$ cat config.mk
export PLATFORM = sky130hd
export DESIGN_NAME = keycode_to_ps2_set2_scancode
export DESIGN_NICKNAME = d
export VERILOG_FILES = /design/src/hdl/k2s_pkg.sv /design/src/hdl/k2s_front.sv /design/src/hdl/k2s_queue.sv /design/src/hdl/k2s_back.sv /design/src/hdl/keycode_to_ps2_set2_scancode.sv
export SDC_FILE = /design/constraint.sdc
export NUM_CORES = 1
export LEC_CHECK = 0
export ABC_AREA = 1
export BUFFER_PORTS_ARGS = -buffer_cell sky130_fd_sc_hd__clkbuf_2
export CAP_MARGIN = 30
export CORE_AREA = 2 2 103 105
export CTS_CLUSTER_SIZE = 40
export DETAILED_ROUTE_END_ITERATION = 6
export DIE_AREA = 0 0 105 107
export PLACE_DENSITY = 0.69
export SLEW_MARGIN = 20
export SYNTH_ARGS = -nofsm -noshare
export SYNTH_HDL_FRONTEND = slang
export SYNTH_SLANG_ARGS = --single-unit
$ cat constraint.sdc
create_clock -name clk -period 3.1 [get_ports clk]
set_input_delay 0 -clock clk [delete_from_list [all_inputs] [get_ports clk]]
set_output_delay 0 -clock clk [all_outputs]
set_load 0.01 [all_outputs]
$ cat src/hdl/k2s_pkg.sv
// Types, constants and scan code tables shared by the scan code encoder.
`default_nettype none
package k2s_pkg;

  // Key codes with fixed sequences
  localparam logic [9:0] KC_SYSRQ      = 10'd99;
  localparam logic [9:0] KC_PAUSE      = 10'd119;
  localparam int         TABLE_ENTRIES = 128;
  localparam int         TABLE_AW      = $clog2(TABLE_ENTRIES);

  localparam logic [7:0] PREFIX_EXT = 8'he0;
  localparam logic [7:0] PREFIX_BRK = 8'hf0;

  typedef enum logic [1:0] {
    ST_OK       = 2'd0,
    ST_UNKNOWN  = 2'd1,
    ST_NO_BREAK = 2'd2,
    ST_NO_ROOM  = 2'd3
  } status_t;

  typedef enum logic [1:0] {
    SEQ_PLAIN,
    SEQ_SYSRQ,
    SEQ_PAUSE,
    SEQ_ERROR
  } seq_kind_t;

  // Input beat
  typedef struct packed {
    logic       kind;
    logic [9:0] key_code;
    logic [3:0] buffer_room;
  } cmd_t;

  // Output beat
  typedef struct packed {
    logic [7:0] code_byte;
    logic [3:0] sequence_length;
    status_t    status;
    logic       last;
  } result_t;

  // Classified event handed from front to back
  typedef struct packed {
    seq_kind_t  seq_kind;
    logic       brk;
    logic       ext;
    logic [7:0] code;
    logic [3:0] len;
    logic [2:0] last_idx;
    status_t    status;
  } desc_t;

  localparam logic [7:0] SYSRQ_MAKE_SEQ [8] = '{
    8'he0, 8'h12, 8'he0, 8'h7c, 8'h00, 8'h00, 8'h00, 8'h00};
  localparam logic [7:0] SYSRQ_BRK_SEQ [8] = '{
    8'he0, 8'hf0, 8'h7c, 8'he0, 8'hf0, 8'h12, 8'h00, 8'h00};
  localparam logic [7:0] PAUSE_SEQ [8] = '{
    8'he1, 8'h14, 8'h77, 8'he1, 8'hf0, 8'h14, 8'hf0, 8'h77};

  // Make codes by key code; upper byte holds the extended prefix
  localparam logic [15:0] MAKE_TABLE [TABLE_ENTRIES] = '{
    16'h0000, 16'h0076, 16'h0016, 16'h001e, 16'h0026, 16'h0025, 16'h002e, 16'h0036,
    16'h003d, 16'h003e, 16'h0046, 16'h0045, 16'h004e, 16'h0055, 16'h0066, 16'h000d,
    16'h0015, 16'h001d, 16'h0024, 16'h002d, 16'h002c, 16'h0035, 16'h003c, 16'h0043,
    16'h0044, 16'h004d, 16'h0054, 16'h005b, 16'h005a, 16'h0014, 16'h001c, 16'h001b,
    16'h0023, 16'h002b, 16'h0034, 16'h0033, 16'h003b, 16'h0042, 16'h004b, 16'h004c,
    16'h0052, 16'h000e, 16'h0012, 16'h005d, 16'h001a, 16'h0022, 16'h0021, 16'h002a,
    16'h0032, 16'h0031, 16'h003a, 16'h0041, 16'h0049, 16'h004a, 16'h0059, 16'h007c,
    16'h0011, 16'h0029, 16'h0058, 16'h0005, 16'h0006, 16'h0004, 16'h000c, 16'h0003,
    16'h000b, 16'h0083, 16'h000a, 16'h0001, 16'h0009, 16'h0077, 16'h007e, 16'h006c,
    16'h0075, 16'h007d, 16'h007b, 16'h006b, 16'h0073, 16'h0074, 16'h0079, 16'h0069,
    16'h0072, 16'h007a, 16'h0070, 16'h0071, 16'h0000, 16'h0000, 16'h0000, 16'h0078,
    16'h0007, 16'h0000, 16'h0000, 16'h0000, 16'h0000, 16'h0000, 16'h0000, 16'h0000,
    16'he05a, 16'he014, 16'he04a, 16'h0000, 16'he011, 16'h0000, 16'he06c, 16'he075,
    16'he07d, 16'he06b, 16'he074, 16'he069, 16'he072, 16'he07a, 16'he070, 16'he071,
    16'h0000, 16'he023, 16'he021, 16'he032, 16'he05e, 16'h0000, 16'h0000, 16'h0000,
    16'h0000, 16'h0000, 16'h0000, 16'h0000, 16'h0000, 16'he01f, 16'he027, 16'h0000
  };

  // Byte at position idx of the sequence a descriptor stands for
  function automatic logic [7:0] seq_byte(input desc_t d, input logic [2:0] idx);
    logic [7:0] b;
    b = 8'h00;
    unique case (d.seq_kind)
      SEQ_SYSRQ: b = d.brk ? SYSRQ_BRK_SEQ[idx] : SYSRQ_MAKE_SEQ[idx];
      SEQ_PAUSE: b = PAUSE_SEQ[idx];
      SEQ_PLAIN: begin
        if (d.ext && (idx == 3'd0)) b = PREFIX_EXT;
        else if (d.brk && ({1'b0, idx} == (d.len - 4'd2))) b = PREFIX_BRK;
        else b = d.code;
      end
      SEQ_ERROR: b = 8'h00;
    endcase
    return b;
  endfunction

endpackage
`default_nettype wire

$ cat src/hdl/k2s_front.sv
// Front end: classifies a key event into a sequence descriptor.
`default_nettype none
module k2s_front
  import k2s_pkg::*;
(
  input  cmd_t  cmd,
  output desc_t desc
);

  logic [15:0] entry;
  logic        ext;
  logic [3:0]  len;
  logic        out_of_table;

  // Look up the make code
  always_comb begin
    out_of_table = (cmd.key_code >= 10'(TABLE_ENTRIES));
    entry        = MAKE_TABLE[cmd.key_code[TABLE_AW-1:0]];
    ext          = (entry[15:8] == PREFIX_EXT);
  end

  // Classify, then check room
  always_comb begin
    desc          = '0;
    desc.brk      = cmd.kind;
    desc.ext      = ext;
    desc.code     = entry[7:0];
    desc.status   = ST_OK;
    desc.seq_kind = SEQ_PLAIN;
    len           = 4'd1 + {3'd0, ext} + {3'd0, cmd.kind};
    priority if (cmd.key_code == KC_SYSRQ) begin
      desc.seq_kind = SEQ_SYSRQ;
      len           = cmd.kind ? 4'd6 : 4'd4;
    end else if (cmd.key_code == KC_PAUSE) begin
      desc.seq_kind = SEQ_PAUSE;
      len           = 4'd8;
      if (cmd.kind) begin
        desc.seq_kind = SEQ_ERROR;
        desc.status   = ST_NO_BREAK;
      end
    end else if (out_of_table || (entry == 16'h0000)) begin
      desc.seq_kind = SEQ_ERROR;
      desc.status   = ST_UNKNOWN;
    end else begin
      desc.seq_kind = SEQ_PLAIN;
    end
    if ((desc.seq_kind != SEQ_ERROR) && (len > cmd.buffer_room)) begin
      desc.seq_kind = SEQ_ERROR;
      desc.status   = ST_NO_ROOM;
    end
    if (desc.seq_kind == SEQ_ERROR) begin
      desc.len      = 4'd0;
      desc.last_idx = 3'd0;
    end else begin
      desc.len      = len;
      desc.last_idx = 3'(len - 4'd1);
    end
  end

endmodule
`default_nettype wire

$ cat src/hdl/k2s_queue.sv
// Two-entry descriptor queue between front and back.
`default_nettype none
module k2s_queue
  import k2s_pkg::*;
(
  input  logic  clk,
  input  logic  rst,
  input  logic  push,
  input  desc_t push_data,
  input  logic  pop,
  output desc_t head,
  output logic  full,
  output logic  empty
);

  desc_t      mem [2];
  logic       wr_ptr;
  logic       rd_ptr;
  logic [1:0] count;

  assign full  = (count == 2'd2);
  assign empty = (count == 2'd0);
  assign head  = mem[rd_ptr];

  // Store a beat
  always_ff @(posedge clk) begin
    if (push) begin
      mem[wr_ptr] <= push_data;
    end
  end

  // Advance pointers and fill count
  always_ff @(posedge clk) begin
    if (rst) begin
      wr_ptr <= 1'b0;
      rd_ptr <= 1'b0;
      count  <= 2'd0;
    end else begin
      if (push) wr_ptr <= ~wr_ptr;
      if (pop)  rd_ptr <= ~rd_ptr;
      unique case ({push, pop})
        2'b10:   count <= count + 2'd1;
        2'b01:   count <= count - 2'd1;
        default: count <= count;
      endcase
    end
  end

endmodule
`default_nettype wire

$ cat src/hdl/k2s_back.sv
// Back end: walks a descriptor and emits one scan code byte per cycle.
`default_nettype none
module k2s_back
  import k2s_pkg::*;
(
  input  logic    clk,
  input  logic    rst,
  input  desc_t   head,
  input  logic    empty,
  output logic    pop,
  output logic    result_valid,
  output result_t result
);

  desc_t      cur;
  logic       active;
  logic [2:0] idx;
  logic       cur_last;

  // Take the next descriptor when idle or on the final byte
  always_comb begin
    cur_last = (idx == cur.last_idx);
    pop      = !empty && (!active || cur_last);
  end

  // Hold the current descriptor and byte position
  always_ff @(posedge clk) begin
    if (rst) begin
      active <= 1'b0;
      idx    <= 3'd0;
    end else if (pop) begin
      active <= 1'b1;
      idx    <= 3'd0;
    end else if (active) begin
      if (cur_last) active <= 1'b0;
      else          idx    <= idx + 3'd1;
    end
  end

  always_ff @(posedge clk) begin
    if (pop) cur <= head;
  end

  // Register the output beat
  always_ff @(posedge clk) begin
    if (rst) result_valid <= 1'b0;
    else     result_valid <= active;
  end

  always_ff @(posedge clk) begin
    if (active) begin
      result.code_byte       <= seq_byte(cur, idx);
      result.sequence_length <= cur.len;
      result.status          <= cur.status;
      result.last            <= cur_last;
    end
  end

endmodule
`default_nettype wire

$ cat src/hdl/keycode_to_ps2_set2_scancode.sv
// Top level of the key code to set 2 scan code encoder.
// When the block is idle, a start beat is registered in the queue, then loaded by the
// sequencer, and its first byte is then taken by the output register.
// Throughput: one byte per cycle; an event gives one beat per byte (one beat for an error),
// set by the byte sequencer in the back end. Queued events follow each other with no gap.
// busy rises only while the two-entry descriptor queue is full.
// Reset (synchronous, active high) empties the queue and idles the sequencer.
`default_nettype none
module keycode_to_ps2_set2_scancode
  import k2s_pkg::*;
(
  input  logic    clk,
  input  logic    rst,
  input  logic    start,
  output logic    busy,
  input  cmd_t    cmd,
  output logic    result_valid,
  output result_t result
);

  desc_t desc;
  desc_t head;
  logic  full;
  logic  empty;
  logic  pop;
  logic  push;

  assign busy = full;
  assign push = start && !full;

  k2s_front u_front (
    .cmd  (cmd),
    .desc (desc)
  );

  k2s_queue u_queue (
    .clk       (clk),
    .rst       (rst),
    .push      (push),
    .push_data (desc),
    .pop       (pop),
    .head      (head),
    .full      (full),
    .empty     (empty)
  );

  k2s_back u_back (
    .clk          (clk),
    .rst          (rst),
    .head         (head),
    .empty        (empty),
    .pop          (pop),
    .result_valid (result_valid),
    .result       (result)
  );

endmodule
`default_nettype wire

# Yosys cells after proc, flatten, opt, wreduce, memory -nomap -nowiden
# Memory sizes are Yosys's and may differ from the RTL's. A register that Yosys moved wholly into a read port is not among the register bits.
# Index checks and enable logic that the tools add are counted.
# op_classes
magnitude_cmp,4
reduce_logical,17
n_mux,32
addsub,7
n_eq_ne,13
bitwise,5
# ops
cell,count
$mux 8,9
$mux 16,2
$pmux 8 s4,1
$eq 10x7->1 const B,2
$mux 2,9
$logic_not 16->1,1
$eq 2x2->1 const B,5
$ge 10x8->1 const B,1
$eq 8x8->1 const B,1
$ge 8x8->1 const B,1
$mux 4,2
$not 7->8,1
$mux 1,7
$mux 7,1
$logic_and 1x1->1,5
$add 4x1->4,1
$eq 2x1->1 const B,2
$eq 3x4->1,1
$ge 4x4->1 const B,1
$gt 4x4->1,1
$logic_not 2->1,2
$not 3->4,1
$pmux 2 s2,1
$sub 4x2->4 const B,1
other kinds (14),19
# word_totals
memories,5
inputBits,18
mem_bits_rw,42
romBits,2240
out_inout_bits,17
reg_bits,24
# mem_list
name,words,width,rd,rd_clocked_by_memory_dff,write_ports,line,text
(no name shown),128,16,1,0,0,k2s_front.sv:18,entry = MAKE_TABLE[cmd.key_code[TABLE_AW-1:0]];
(no name shown),8,8,1,0,0,k2s_pkg.sv:86,SEQ_SYSRQ: b = d.brk ? SYSRQ_BRK_SEQ[idx] : SYSRQ_MAKE_SEQ[idx];
(no name shown),8,8,1,0,0,k2s_pkg.sv:86,
(no name shown),8,8,1,0,0,k2s_pkg.sv:87,SEQ_PAUSE: b = PAUSE_SEQ[idx];
u_queue.mem,2,21,1,1,1,k2s_queue.sv:16,desc_t mem [2];

# Logic depth before layout (Yosys ltp)
# Gate-level depths: netlist (run 1).
# depth
word_depth,14
mapped_depth,20
ltp_nobuf,20

# By module
# A second synthesis (run 1) with hierarchy kept.
# unflattened
cells_unflattened,630
area_unflattened_um2,5555.3
# by_module_without_submodules
mod,cells_each,instances,area_per_inst_um2,seq_area_each_um2
k2s_front,361,1,1893.1,0.0
k2s_back,169,1,1831.8,1181.1
k2s_queue,98,1,1820.5,1361.3
keycode_to_ps2_set2_scancode,2,1,10.0,0.0

# Worst setup path before layout (run 1)
# No wires, ideal clock.
# synth_path
path_type,input to register
startpoint,input port cmd[4] (netlist name)
endpoint,memory u_queue.mem[0][6] (netlist name) (data pin)
cell_stages,17
t_arrival_ns,2.354
setup_slack_ns,0.477
required_time_ns,2.831
path_cell_list,inv_1 ha_1 nand2_1 nand2_1 nand2_1 o21ai_0 nand2_1 ha_1 nor3_1 inv_1 ha_1 nor2_1 o21ai_0 a32oi_1 inv_1 nand2_4 nor2_1
# synth_lines
element,line,text
from (decl),keycode_to_ps2_set2_scancode.sv:16,"input cmd_t cmd,"
to (decl),k2s_queue.sv:16,

==> results, run 1 <==
- The run finished with clean final reports.
- Global routing finished with a remaining overflow of 0.
- The final-layout fill cell count is 959.
- The die footprint is 0.0112 mm^2.
- The level count of the clock H-tree is 3.
- The repair_antennas step left the layout with diodes totalling 0.
- The time the final worst path needs with I/O delays and setup is 2.73 ns.
- The required arrival time at the worst endpoint is 3.20 ns.
- Of the cells placed in the final design, the portion with a size suffix greater than 1 is 0.133.
- The average instance area after synthesis is 8.14 um^2.
- For this run, the slowest stage of the critical path takes 0.34 ns.
- Of the total power, combinational logic draws 0.321.
- The remaining max-slew budget at the tightest pin is 0.526.
- The hold buffer count at cts is 2.
- The setup clock skew after layout is 0.0144 ns.
- The first global-routing pass estimated 21200 um of wire.
- Summed over all nets, the half-perimeter wirelength after detailed placement is 9900 um.
- IR analysis of the VDD net gives a maximum drop of 0.374 mV.
- The areal power density over the cells is 660 mW/mm^2.
- The initial antenna violation count is 0.
- For this run, the number of Yosys warnings is 0.
- Along the worst path, the maximum fanout reaches 7.
- Hold timing on the final database bottoms out at a slack of 0.0594 ns.
- The class of the tightest hold or removal check is input pin to flip-flop.
- The number of nets still failing antenna checks after routing is 0.
- Summing all flip-flop and latch instances after layout gives 0.00252 mm^2.
- Wires add up to 13000 um.
- The setup path with the least slack is of type input pin to flip-flop.
- The critical hold path startpoint is start.
- The data arrival time at the worst-slack endpoint is 2.84 ns.
- The initialized floorplan defines 37 standard-cell rows.
- The final net count is 731.
- The most common cell after layout, fill and taps aside is sky130_fd_sc_hd__nand2_1.
- The count of input and output buffers is 34.
- Summing all multi-input logic gate instances after layout gives 0.00228 mm^2.
- The global routing usage summed across all routing layers is 0.243.
- The post-synthesis cell type count is 34.
- Along the worst hold path, the cell count comes to 3.
- The largest individual stage delay along the critical path comes from the cell sky130_fd_sc_hd__o21ai_0.
- The clock net in this run drives a total of 87 sinks.
- The proportion of total power due to net switching is 0.362.
- TritonCTS built the clock tree.
- The first detailed-routing pass ran for 5 iterations.
- In the synthesized netlist, the number of instances is 637.
- Of the total power, registers draw 0.492.
- The top cell types in the final layout, fill and taps aside, are sky130_fd_sc_hd__nand2_1 (228), sky130_fd_sc_hd__edfxtp_1 (78), sky130_fd_sc_hd__nand3_1 (64), sky130_fd_sc_hd__inv_1 (60), sky130_fd_sc_hd__nor2_1 (41).
- By instance count, the cell type seen most on the critical path is sky130_fd_sc_hd__nand2_1.
- The largest net degree at the start of global routing is 24.
- The cell area after synthesis is 0.00518 mm^2.
- The number of failing hold endpoints at the final stage came to 0.
- The area growth from synthesis to layout is 11.3%.
- The initial core utilization is 0.514.
- The design draws 3.81 mW.
- The setup slack on the worst flop-to-flop path is 0.79 ns.
- Prior to clock tree synthesis, the placed netlist has a worst setup slack of 0.0295 ns.
- The number of nets in the synthesized netlist is 681.
- The final critical-path setup slack is 0.369 ns.
- The via count of the first global-routing pass came to 4310.
- The clock latency on the worst-skew pair is 0.36 ns.
- The slew at the pin closest to its max-slew limit is 0.711 ns.
- The post-CTS setup-driven buffer insertion count is 0.
- Setup repair after global routing left no endpoint under its margin.
- The tree is rooted in a sky130_fd_sc_hd__clkbuf_8.
- The weighted congestion reported at the end of routability-driven placement is 1.03.
- The synthesis-stage register bit count is 87.
- Across the run, the number of max-cap violations was 0.
- The standby leakage power is 2.63 nW.
- The analysis attributes to net switching a power of 1.38 mW.
- Of the total power, the clock network draws 0.187.
- The die height is 107 um.
- The longest clock path from root to sink contains 2 buffers.
- The total internal power is 2.43 mW.
- The worst register-to-register path ends at u_queue.count[1].
- The post-detailed-route via-to-cell ratio is 5.41.
- For this run, the register share of the synthesized area comes to 0.486.
- The floorplan step set the die width to 105 um.
- The number of cell instances on the worst register-to-register path is 12.
- The upper clock frequency limit is 366 MHz.
- Clock-pin slew was measured on the worst setup and hold paths at 0.09 ns.
- The share of the clock period used by the worst path is 0.881.
- During I/O placement, the number of pins put on the boundary was 35.
- The final count of negative-setup-slack endpoints is 0.
- For the final routed database, the setup TNS stands at 0 ns.
- The area of the placeable core is 0.0101 mm^2.
- Walking the worst path, the cells encountered are clkbuf_2, inv_1, ha_1, nand2_1, nand2_1, nand2_1, o21ai_0, nand2_1, ha_1, nor3_1, inv_1, ha_1, nor2_1, o21ai_0, a32oi_1, inv_1, nand2_4, nor2_1.
- The post-detailed-route wirelength per cell is 15.7 um.
- For hold timing, the worst endpoint is u_queue.wr_ptr.
- The number of DRC violations after detailed routing is 0.
- The final-report max-slew violation count was 0.
- The total vias in the final route is 4479.
- The CTS buffer count is 9.
- In this run the critical register-to-register path is launched from u_back.idx[0].
- Gates resized during post-CTS repair numbered 0.
- The worst setup path is launched from an input pin.
- The initial DRC count is 312.
- The type of destination of the critical path is a flip-flop.
-- logic make-up after synthesis --
family                     after synthesis  synth area share
xor gates and xnor gates                 5           0.00845
and+or+nand+nor                        365             0.299
DFF                                     87             0.486
AOI/OAI and AO/OA                       67            0.0693
buffers and inverters                   87            0.0741
adders and majority gates               26            0.0627
-- power groups by stage --
stage	combinational, mW	clock (mW)	sequential, mW
6_report	1.22	0.712	1.87
5_1_grt	1.39	0.783	1.90
4_1_cts	1.23	0.739	1.88
3_5_place_dp	1.22	0	1.90
3_3_place_gp	1.21	0	1.89
2_1_floorplan	0.778	0	1.93
-- area by class of cell --
| type | instances | share of cell area |
|---|---|---|
| Multi-Input combinational cell | 463 | 0.395 |
| Clock inverter | 7 | 0.00976 |
| Tap cell | 136 | 0.0295 |
| Sequential cell | 87 | 0.437 |
| Clock buffer | 9 | 0.0215 |
| Inverter | 66 | 0.0429 |
| Timing Repair Buffer | 60 | 0.0642 |
-- through the flow --
stage / cell area, um^2 / utilization / cells
CTS: 5770 / 0.572 / 828
global placement: 5570 / 0.552 / 810
detailed placement: 5570 / 0.552 / 810
global route: 5770 / 0.572 / 828
floorplan: 5180 / - / 637
finish: 5770 / 0.572 / 828
-- worst max-delay path, delay by kind of cell --
family,cells,cell delay [ns]
AO/OA/AOI/OAI,3,0.63
buffers and inverters,4,0.39
adder cells (fa/ha/maj),3,0.82
AND/OR/NAND/NOR,8,0.99
-- worst max path at each step --
stage	startpoint	to	slack, ns
6_report	cmd[4]	u_queue.mem[0][8]	0.37
5_1_grt	cmd[5]	u_queue.mem[0][8]	0.13
4_1_cts	cmd[4]	u_queue.mem[0][8]	0.42
3_5_place_dp	cmd[4]	u_queue.mem[1][8]	0.03
3_3_place_gp	cmd[4]	u_queue.mem[0][8]	0.17
2_1_floorplan	cmd[4]	u_queue.mem[0][6]	0.48
-- sequential cells by signal, indices dropped and copies added (netlist names) --
register             flops
u_queue.count            2
u_back.result_valid      1
u_back.result           15
u_back.active            1
u_queue.rd_ptr           1
u_queue.wr_ptr           1
u_back.idx               3
u_back.cur              21
u_queue.mem             42
-- layer usage --
metal	GRT usage	vias to the layer above	share of wire
li1	-	2209	-
met1	0.295	2036	0.40
met2	0.402	185	0.48
met3	0.0444	49	0.070
met4	0.148	0	0.053
met5	0	-	0
-- Yosys cell counts --
master / instances / share of area
sky130_fd_sc_hd__nand2_2: 1 / 0.0012
sky130_fd_sc_hd__a32oi_1: 1 / 0.0017
sky130_fd_sc_hd__o21ai_1: 3 / 0.0029
sky130_fd_sc_hd__nor3_2: 1 / 0.0019
sky130_fd_sc_hd__a31oi_1: 2 / 0.0024
sky130_fd_sc_hd__o22ai_1: 2 / 0.0024
sky130_fd_sc_hd__ha_1: 26 / 0.063
sky130_fd_sc_hd__nor3_1: 6 / 0.0058
sky130_fd_sc_hd__nand3_2: 1 / 0.0019
sky130_fd_sc_hd__a21oi_1: 28 / 0.027
sky130_fd_sc_hd__o211ai_1: 6 / 0.0087
sky130_fd_sc_hd__nor2_2: 6 / 0.0072
sky130_fd_sc_hd__nand2_1: 228 / 0.17
sky130_fd_sc_hd__buf_4: 4 / 0.0058
sky130_fd_sc_hd__or2_2: 3 / 0.0036
sky130_fd_sc_hd__xnor2_1: 4 / 0.0068
sky130_fd_sc_hd__nor4_1: 1 / 0.0012
sky130_fd_sc_hd__nand2_4: 2 / 0.0043
sky130_fd_sc_hd__nor2_1: 41 / 0.030
sky130_fd_sc_hd__inv_2: 3 / 0.0022
sky130_fd_sc_hd__buf_6: 5 / 0.011
sky130_fd_sc_hd__nand3_1: 64 / 0.062
sky130_fd_sc_hd__nor2_4: 2 / 0.0043
sky130_fd_sc_hd__o21ai_0: 25 / 0.024
sky130_fd_sc_hd__inv_1: 60 / 0.043
sky130_fd_sc_hd__buf_2: 4 / 0.0039
sky130_fd_sc_hd__clkinv_1: 3 / 0.0022
sky130_fd_sc_hd__dfxtp_1: 9 / 0.035
sky130_fd_sc_hd__and3_1: 1 / 0.0012
sky130_fd_sc_hd__nand4_1: 8 / 0.0097
sky130_fd_sc_hd__buf_1: 1 / 0.00072
sky130_fd_sc_hd__edfxtp_1: 78 / 0.45
sky130_fd_sc_hd__clkbuf_1: 7 / 0.0051
sky130_fd_sc_hd__xor2_1: 1 / 0.0017
No activity file was read; power rests on OpenSTA's default activity.
==> run 2: changes to the inputs <==
--- a/config.mk
+++ b/config.mk
@@ -5,13 +5,12 @@
 export SDC_FILE = /design/constraint.sdc
 export NUM_CORES = 1
 export LEC_CHECK = 0
-export ABC_AREA = 1
 export BUFFER_PORTS_ARGS = -buffer_cell sky130_fd_sc_hd__clkbuf_2
 export CAP_MARGIN = 30
-export CORE_AREA = 2 2 103 105
+export CORE_AREA = 2 2 105 107
 export CTS_CLUSTER_SIZE = 40
 export DETAILED_ROUTE_END_ITERATION = 6
-export DIE_AREA = 0 0 105 107
+export DIE_AREA = 0 0 107 109
 export PLACE_DENSITY = 0.69
 export SLEW_MARGIN = 20
 export SYNTH_ARGS = -nofsm -noshare
==> results, run 2 <==
- Setup repair after global routing left no endpoint under its margin.
- Dividing the detail-routed via count by the number of cells gives 5.92.
- The critical-path maximum fanout is 5.
- The number of flip-flops in the largest register is 42.
- The clock latency on the worst-skew pair is 0.36 ns.
- The final wirelength is 13500 um.
- STA puts the critical path data required time at 3.30 ns.
- The signal on the critical path passes through clkbuf_2, inv_1, ha_2, nor2b_1, o311ai_1, o311a_1, inv_1, ha_2, o21ai_2, ha_1, nor2b_1, o21a_1, o21a_1, o31a_1, buf_4, a211o_1, a21oi_1.
- The maximum clock path buffer count is 2.
- Counting every instance in the synthesized netlist gives 508.
- The estimated wirelength of the detail-placed design is 10000 um.
- The post-synthesis cell type count is 75.
- In the final layout, the registers with the most flip-flops are u_queue.mem: 42 flops, u_back.cur: 21 flops, u_back.result: 15 flops.
- Between clock sinks in the finished design, the worst skew comes to 0.0117 ns.
- The via count of the first global-routing pass was 4101.
- On the critical path, the stage with the largest delay is an instance of sky130_fd_sc_hd__o31a_1.
- The cell taking the most area after synthesis is sky130_fd_sc_hd__edfxtp_1.
- The total congestion overflow is 0.
- The worst setup path is of the input pin to flip-flop kind.
- The average instance area after synthesis is 10.6 um^2.
- After layout, the design draws a total of 4.03 mW.
- The H-tree was split into 3 levels.
- The standard-cell row count is 38.
- The final-layout fill cell count is 898.
- In this run the worst hold path is classified as input pin to flip-flop.
- Measured against its own limit, the worst slew margin works out to 0.597.
- By area the synthesized netlist is led by sky130_fd_sc_hd__edfxtp_1 (43%), sky130_fd_sc_hd__ha_1 (6.0%), sky130_fd_sc_hd__mux2_2 (4.6%).
- The final core utilization is 0.590.
- The global routing usage summed across all routing layers is 0.242.
- The final net count is 620.
- The total number of yosys warnings is 0.
- The initial core utilization is 0.509.
- The weighted congestion reported at the end of routability-driven placement is 0.953.
- u_queue.mem holds more flip-flops than any other register.
- Setup slack closes at 0.246 ns.
- The number of failing hold endpoints at the final stage is 0.
- The total vias in the final route is 4261.
- The cell area after synthesis is 0.00540 mm^2.
- Among all flip-flop cells after synthesis, the most frequent one is sky130_fd_sc_hd__edfxtp_1.
- The worst path needs 2.85 ns of the cycle, external delays included.
- The fraction of the yosys area taken by sequential cells is 0.467.
- The count of nets left with antenna violations once routing finished came out at 0.
- The number of synthesized flops with an enable pin is 78.
- The buffer cell driving the clock tree root is sky130_fd_sc_hd__clkbuf_8.
- The first global-routing pass estimated 21400 um of wire.
- The initial antenna violation count is 0.
- The die covers 0.0117 mm^2.
- The detailed router finished its first iteration with 353 violations.
- The most common cell after layout, fill and taps aside is sky130_fd_sc_hd__edfxtp_1.
- The post-detailed-route wirelength per cell is 18.7 um.
- The upper clock frequency limit is 350 MHz.
- The number of setup buffers added after CTS is 0.
- Setup total negative slack on the finished layout was measured at 0 ns.
- 0 antenna diodes ended up in the layout.
- The region available for standard cell placement spans 0.0106 mm^2.
- The standby leakage power is 2.44 nW.
- The areal power density over the cells is 645 mW/mm^2.
- After detailed routing, the number of remaining DRC violations is 0.
- The die is 107 um wide.
- The area growth from synthesis to layout is 15.8%.
- In this design, the stage delay of the slowest critical-path cell is 0.37 ns.
- The worst-case IR drop observed on VDD is 0.580 mV.
- The count of input and output buffers is 34.
- The run finished with clean final reports.
- The worst setup path is launched from an input pin.
- Before antenna repair, the detailed router went through 7 iterations.
- Data on the critical path arrives at its endpoint at 3.05 ns.
- The most instantiated library cell after synthesis is sky130_fd_sc_hd__edfxtp_1.
- 35 I/O pins were placed.
- In this run the vertical extent of the chip is 109 um.
- At the placement stage, the worst setup path has a slack of -0.204 ns.
- The CTS clock-pin slew for the worst setup and hold paths is 0.09 ns.
- The top cell types in the final layout, fill and taps aside, are sky130_fd_sc_hd__edfxtp_1 (78), sky130_fd_sc_hd__buf_4 (51), sky130_fd_sc_hd__clkbuf_2 (34), sky130_fd_sc_hd__nor2_1 (33), sky130_fd_sc_hd__a21oi_1 (32).
- Dividing the final minimum period by the clock period gives 0.921.
- The async set-reset flop share out of synthesis is 0.
- The clock drives 87 sinks.
- Ranked by instance count, the synthesized netlist is headed by sky130_fd_sc_hd__edfxtp_1 (78), sky130_fd_sc_hd__a21oi_1 (33), sky130_fd_sc_hd__nor2_1 (33), sky130_fd_sc_hd__nand2_1 (31), sky130_fd_sc_hd__inv_1 (29).
- TritonCTS built the clock tree.
- The number of nets in the synthesized netlist is 552.
- The final-report max-slew violation count is 0.
- The synthesis-stage register bit count is 87.
- At the pin with the least slew margin, the transition time is 0.597 ns.
- Counting the buffers created by CTS gives 9.
- Of the cells placed in the final design, the portion with a size suffix greater than 1 is 0.259.
- The largest net degree at the start of global routing is 46.
- The fraction of synthesized cell area taken by the top area cell type is 0.434.
- Setup violations remaining at the end of the flow were counted as 0.
- Max-cap violations in this run came to 0.
- The worst setup path is captured at a flip-flop.
-- run 2: cell count changes after synthesis, moves of 8 or more --
| cell | before | now |
|---|---|---|
| sky130_fd_sc_hd__nand3_1 | 64 | 5 |
| sky130_fd_sc_hd__nor2b_1 | 0 | 18 |
| sky130_fd_sc_hd__mux2_2 | 0 | 22 |
| sky130_fd_sc_hd__nand2b_1 | 0 | 14 |
| sky130_fd_sc_hd__inv_1 | 60 | 29 |
| sky130_fd_sc_hd__nand2_1 | 228 | 31 |
| sky130_fd_sc_hd__nor2_1 | 41 | 33 |
-- run 2: timing repair --
item                                    4_1_cts  5_1_grt
resized for setup                             0        1
hold endpoints to repair                     11        0
hold buffers                                  2        0
endpoints found under the setup margin        0        2
-- run 2: final timing paths --
path	start	endpoint	slack, ns	cells past startpoint
worst max-delay path	cmd[4]	u_queue.mem[0][2]	0.25	17
worst min-delay path	start	u_queue.wr_ptr	0.04	4
worst max register to register	u_back.cur[6]	u_back.result[8]	0.94	8
worst min register to register	u_back.cur[0]	u_back.result[1]	0.44	0
-- run 2: logic make-up after synthesis --
family	share of synthesized area
compound gates	0.191
fa+ha+maj	0.0602
xor+xnor	0.0208
buf+inv	0.0551
mux	0.0612
simple gates	0.145
flops	0.467
-- run 2: cell type report --
type	instances	area, um^2	area share
Clock buffer	9	124	0.0198
Timing Repair Buffer	90	623	0.0996
Inverter	29	111	0.0178
Tap cell	140	175	0.0280
Sequential cell	87	2520	0.403
Multi-Input combinational cell	359	2610	0.418
Clock inverter	6	86.3	0.0138
-- run 2: worst max-delay path, delay by kind of cell --
family                     cells  cell delay (ns)
buffers and inverters          4             0.40
AOI/OAI and AO/OA              8             1.78
and+or+nand+nor                2             0.25
adders and majority gates      3             0.62
-- run 2: metrics by stage --
stage | std cells | area (um^2) | hold slack (ns)
2_1_floorplan | 508 | 5450 | 0.0989
3_3_place_gp | 701 | 5990 | 0.304
3_5_place_dp | 701 | 5990 | 0.316
4_1_cts | 718 | 6220 | 0.0326
5_1_grt | 720 | 6250 | 0.0952
6_report | 720 | 6250 | 0.0415
-- run 2: where the power goes --
part           switching (mW)  internal [mW]  leakage [nW]
Sequential              0.146           1.72         0.804
Combinational           0.791          0.555          1.53
Clock                   0.378          0.447         0.105
Total                    1.31           2.72          2.44
-- run 2: metal layers --
layer | part of all wire | up-vias | global-route usage | wire length, um
li1 | - | 2048 | - | -
met1 | 0.41 | 1985 | 0.292 | 5460
met2 | 0.48 | 180 | 0.403 | 6490
met3 | 0.061 | 48 | 0.0430 | 817
met4 | 0.052 | 0 | 0.150 | 705
met5 | 0 | - | 0 | 0
